**src/hdl/assert_macros.svh**
```systemverilog
// assertion macros used by sine_table_vertex_wave_deform
`ifndef ASSERT_MACROS_SVH
`define ASSERT_MACROS_SVH

// same-cycle implication, disabled while reset is high
`define STVWD_ASSERT_NOW(label, clk, rst, ante, cons, msg) \
   label: assert property (@(posedge clk) disable iff (rst) (ante) |-> (cons)) \
      else $error(msg);

// next-cycle implication, disabled while reset is high
`define STVWD_ASSERT_NEXT(label, clk, rst, ante, cons, msg) \
   label: assert property (@(posedge clk) disable iff (rst) (ante) |=> (cons)) \
      else $error(msg);

`endif

```
**src/hdl/stvwd_pkg.sv**
```systemverilog
// types and fixed constants of the vertex wave deform block
package stvwd_pkg;

   localparam int COORD_W     = 24;
   localparam int TEX_W       = 16;
   localparam int CSR_INDEX_W = 1;
   localparam int CSR_DATA_W  = 32;
   localparam int SINE_W      = 16;
   localparam int UV_SUM_W    = 17;
   localparam int TENT_W      = 17;
   localparam int W_W         = 33;
   localparam int PROD_W      = SINE_W + W_W + 1;
   localparam int DELTA_W     = 14;
   localparam int WAVE_SHIFT  = 5;
   localparam int SWAY_SHIFT  = 34;

   // phase slopes for a 256-entry table
   localparam logic [63:0] C_UV_BASE   = 64'd26701769;
   localparam logic [63:0] C_T_BASE    = 64'd349985421;
   localparam logic [63:0] C_X_BASE    = 64'd87496355;
   localparam logic [63:0] C_Z_BASE    = 64'd58330904;
   localparam logic [63:0] HALF_PI_Q30 = 64'd1686629713;

   typedef logic signed [COORD_W-1:0] coord_type;

   localparam coord_type COORD_MAX = coord_type'(24'h7F_FFFF);
   localparam coord_type COORD_MIN = coord_type'(24'h80_0000);

   localparam logic signed [PROD_W-1:0] SWAY_RND = PROD_W'(64'd1 << (SWAY_SHIFT - 1));
   localparam logic signed [SINE_W:0] WAVE_RND = (SINE_W + 1)'(16);

   typedef enum logic [1:0] {
      STYLE_NONE = 2'd0,
      STYLE_X    = 2'd1,
      STYLE_Y    = 2'd2,
      STYLE_Z    = 2'd3
   } style_type;

   typedef enum logic [CSR_INDEX_W-1:0] {
      REG_DEFORM_STYLE = 1'b0,
      REG_FRAME_TIME   = 1'b1
   } csr_reg_type;

   typedef struct packed {
      coord_type              base_x;
      coord_type              base_y;
      coord_type              base_z;
      logic [TEX_W-1:0]       tex_u;
      logic [TEX_W-1:0]       tex_v;
      logic                   last_in;
   } req_payload_type;

   typedef struct packed {
      coord_type out_x;
      coord_type out_y;
      coord_type out_z;
      logic      last_out;
   } rsp_payload_type;

   // loads of the two registers inside the table-size reduction
   typedef struct packed {
      logic load_quot;
      logic load_index;
   } mod_ctl_type;

endpackage

```
**src/hdl/stvwd_phase_mod.sv**
```systemverilog
// two-stage reduction of a phase value modulo the sine table size
module stvwd_phase_mod
   import stvwd_pkg::*;
#(
   parameter int ENTRIES = 256,
   parameter int Q_WIDTH = 32
) (
   input  logic                        clock,
   input  mod_ctl_type                 ctl,
   input  logic [Q_WIDTH-1:0]          phase,
   output logic [$clog2(ENTRIES)-1:0]  index
);

   localparam int IDX_W = $clog2(ENTRIES);
   localparam int REM_W = IDX_W + 1;
   localparam logic [63:0] RECIP = (64'd1 << Q_WIDTH) / ENTRIES;
   localparam int RECIP_W = $clog2(RECIP + 1);
   localparam int PRD_W = Q_WIDTH + RECIP_W;
   localparam logic [REM_W-1:0] ENTRIES_R = REM_W'(ENTRIES);

   logic [PRD_W-1:0]     prod;
   logic [RECIP_W-1:0]   quot_ff, quot_in;
   logic [REM_W-1:0]     low_ff, low_in;
   logic [2*REM_W-1:0]   back;
   logic [REM_W-1:0]     rem;
   logic [IDX_W-1:0]     index_ff, index_in;

   // quotient estimate is low by at most one, so the remainder stays below 2*ENTRIES
   always_comb begin
      prod     = PRD_W'(phase) * PRD_W'(RECIP[RECIP_W-1:0]);
      quot_in  = prod[Q_WIDTH +: RECIP_W];
      low_in   = phase[REM_W-1:0];
      back     = (2*REM_W)'(quot_ff[REM_W-1:0]) * (2*REM_W)'(ENTRIES_R);
      rem      = low_ff - back[REM_W-1:0];
      index_in = (rem >= ENTRIES_R) ? IDX_W'(rem - ENTRIES_R) : rem[IDX_W-1:0];
   end

   always_ff @(posedge clock) begin
      if (ctl.load_quot) begin
         quot_ff <= quot_in;
         low_ff  <= low_in;
      end
      if (ctl.load_index) begin
         index_ff <= index_in;
      end
   end

   assign index = index_ff;

endmodule

```
**config.mk**
```make
export PLATFORM = sky130hd
export DESIGN_NAME = stvwd_phase_mod
export DESIGN_NICKNAME = d
export VERILOG_FILES = /design/src/hdl/assert_macros.svh /design/src/hdl/stvwd_pkg.sv /design/src/hdl/stvwd_phase_mod.sv
export SDC_FILE = /design/constraint.sdc
export NUM_CORES = 1
export LEC_CHECK = 0
export ABC_AREA = 1
export BUFFER_PORTS_ARGS = -buffer_cell sky130_fd_sc_hd__buf_2
export CORE_UTILIZATION = 33
export CTS_BUF_LIST = sky130_fd_sc_hd__clkbuf_8
export DETAILED_ROUTE_END_ITERATION = 7
export PLACE_DENSITY_LB_ADDON = 0.15
export SETUP_SLACK_MARGIN = 0.15
export SYNTH_ARGS = -nofsm -noshare
export SYNTH_HDL_FRONTEND = slang
export SYNTH_SLANG_ARGS = --single-unit
```
**constraint.sdc**
```tcl
create_clock -name clock -period 0.8 [get_ports clock]
set_input_delay 0.08 -clock clock [delete_from_list [all_inputs] [get_ports clock]]
set_output_delay 0.08 -clock clock [all_outputs]
set_load 0.03 [all_outputs]
```
==> qor.yml <==
run_status:
  status: "finished, violations left"
  failed_checks: "negative setup slack"
synthesis:
  synthSimpleGateAreaFrac_pct: 0
  synth_area_leader_cell: "edfxtp_1"
  syn_inst: 16
  seq_area_frac_synth_pct: 100
  synth_fa_ha_area_share_pct: 0
  synth-xor-area-share_pct: 0
  synth_area_um2: 480
  synthMuxAreaShare_pct: 0
  ys_types: 1
  synth_nets: 51
  synth_top_area_share_pct: 100
  ys_ff_latch: 16
  synth_area_leaders: "edfxtp_1"
  yosys_warnings: 0
  avgSynthCellArea_um2: 30.0
  synth_compound_area_share_pct: 0
clock_tree:
  hold_buffers: 0
  root_buffer: "clkbuf_8"
  cts_tree: "yes"
  path_clk_slew_ns: 0.06
  max-clock-path-buffers: 2
  post_cts_buffers: 0
  cts_buffers: 3
  clock-sinks: 16
  htree_levels: 1
  clock_latency_ns: 0.24
sta:
  setup_ws_ns: -0.0687
  clock_skew_ns: 0.00473
  fin_crit_ns: 0.869
  tightest_slew_ns: 0.171
  rsz0062_at_grt: "true"
  slew_headroom_pct: 88.6
  hold-worst-slack_ns: 0.00923
  hold_viol: 0
  fmax_mhz: 1150
  setup-violations-final: 8
  maxSlewViolCount: 0
  fin_crit_sh_pct: 109
critical_path:
  crit_family: "flip-flops"
  worst-path-buf-inv: 1
  end_kind: "output pin"
  arrival_ns: 0.79
  start_kind: "register"
  slowest_delay_ns: 0.39
  critical_path_required_ns: 0.72
  worstSetupPathType: "reg -> out"
  crit_slowest_cell: "edfxtp_1"
  path_max_fanout: 1
  crit_chain: "buf_6"
placement:
  gp_congestion: 0.595
  port_buffers: 18
floorplan:
  die_w_um: 40.2
  core-area_um2: 1330
  fp.dieH_um: 40.2
  ioPinCount: 43
  die_area_um2: 1610
  start_util_pct: 36.0
  rows: 13
finish:
  multiInputGateArea_um2: 0
  final_layout_size_suffix_gt1_share_pct: 56.8
  multi_input_cells: 0
  seq_area_um2: 480
  area_growth_pct: 41.7
  utilization_pct: 51.0
  diodes: 0
  nets: 74
  nFillCells: 106
detailed_routing:
  drc_errors: 0
  ant_nets: 0
  drt-total-wl_um: 554
  drtIter0Drc: 1
  num_vias: 216
  wl_per_cell_um: 10.7
  first_pass_iters: 2
  via_per_inst: 4.15
pwr:
  finalPower_mw: 1.73
  power_density_nw_per_um2: 2540
  irDropWorstVdd_uv: 1100
  p_leak_nw: 0.266
grt:
  overflow: 0
  grt_pass1_vias: 201
  grt_max_degree: 9
  gr-usage-all-layers_pct: 9.07
  grt_antenna_before_repair: 0
  grt_pass1_wl_um: 807
job:
  drv_cap: 0
hold_path:
  worstHoldPathType: "in -> reg"
-- cell families after synthesis --
logic type,count (synthesis)
flops,16
-- where the power goes --
part	internal, mW	total, mW	switching [mW]
registers	0.996	1.02	0.0197
clock network	0.332	0.566	0.233
logic	0.0650	0.145	0.0802
total	1.39	1.73	0.333
-- metal layers --
| metal | GRT usage (%) | part of all wire, % |
|---|---|---|
| met3 | 3.33 | 8.7 |
| met1 | 8.15 | 39 |
| met5 | 0 | 0 |
| met4 | 12.9 | 0 |
| met2 | 13.3 | 52 |
-- path summary, 6_finish.rpt --
path	start	to	slack, ns	cells after the start
setup / recovery	index[6]$_DFFE_PP_	index[6]	-0.07	1
hold / removal	phase[6]	low_ff[6]$_DFFE_PP_	0.009	1
setup reg to reg	low_ff[6]$_DFFE_PP_	index[6]$_DFFE_PP_	0.16	0
hold reg to reg	low_ff[5]$_DFFE_PP_	index[5]$_DFFE_PP_	0.41	0
-- through the flow --
| stage | TNS (ns) | setup WS [ns] | instance area, um2 | cells |
|---|---|---|---|---|
| 4_1_cts | -0.493 | -0.0951 | 681 | 52 |
| 3_3_place_gp | 0 | 0.197 | 589 | 49 |
| 5_1_grt | -0.601 | -0.100 | 681 | 52 |
| 3_5_place_dp | 0 | 0.161 | 589 | 49 |
| 2_1_floorplan | 0 | 0.211 | 480 | 16 |
| 6_report | -0.391 | -0.0687 | 681 | 52 |
-- sequential cells by signal, summed over array words and instances (netlist names) --
register / cells
low_ff: 8
index: 8
-- Yosys cell counts --
| library cell | count |
|---|---|
| edfxtp_1 | 16 |
-- cells in the final DEF (no fill, tap or decap), drive strengths merged --
master and count:
buf 18, clkbuf 3, edfxtp 16
-- cell type report --
cell class	instances	share of cell area (%)
flip-flops and latches	16	70.6
repair buffers	18	20.6
clock buffers	3	6.07
well taps	15	2.76
-- what timing repair did --
action / in CTS / in global routing
hold endpoints to repair: 0 / 1
setup endpoints to repair: 8 / 8
resized for setup: 16 / 0
pin swaps: 0 / 0
Note: power is estimated with default switching activity, not from simulation.
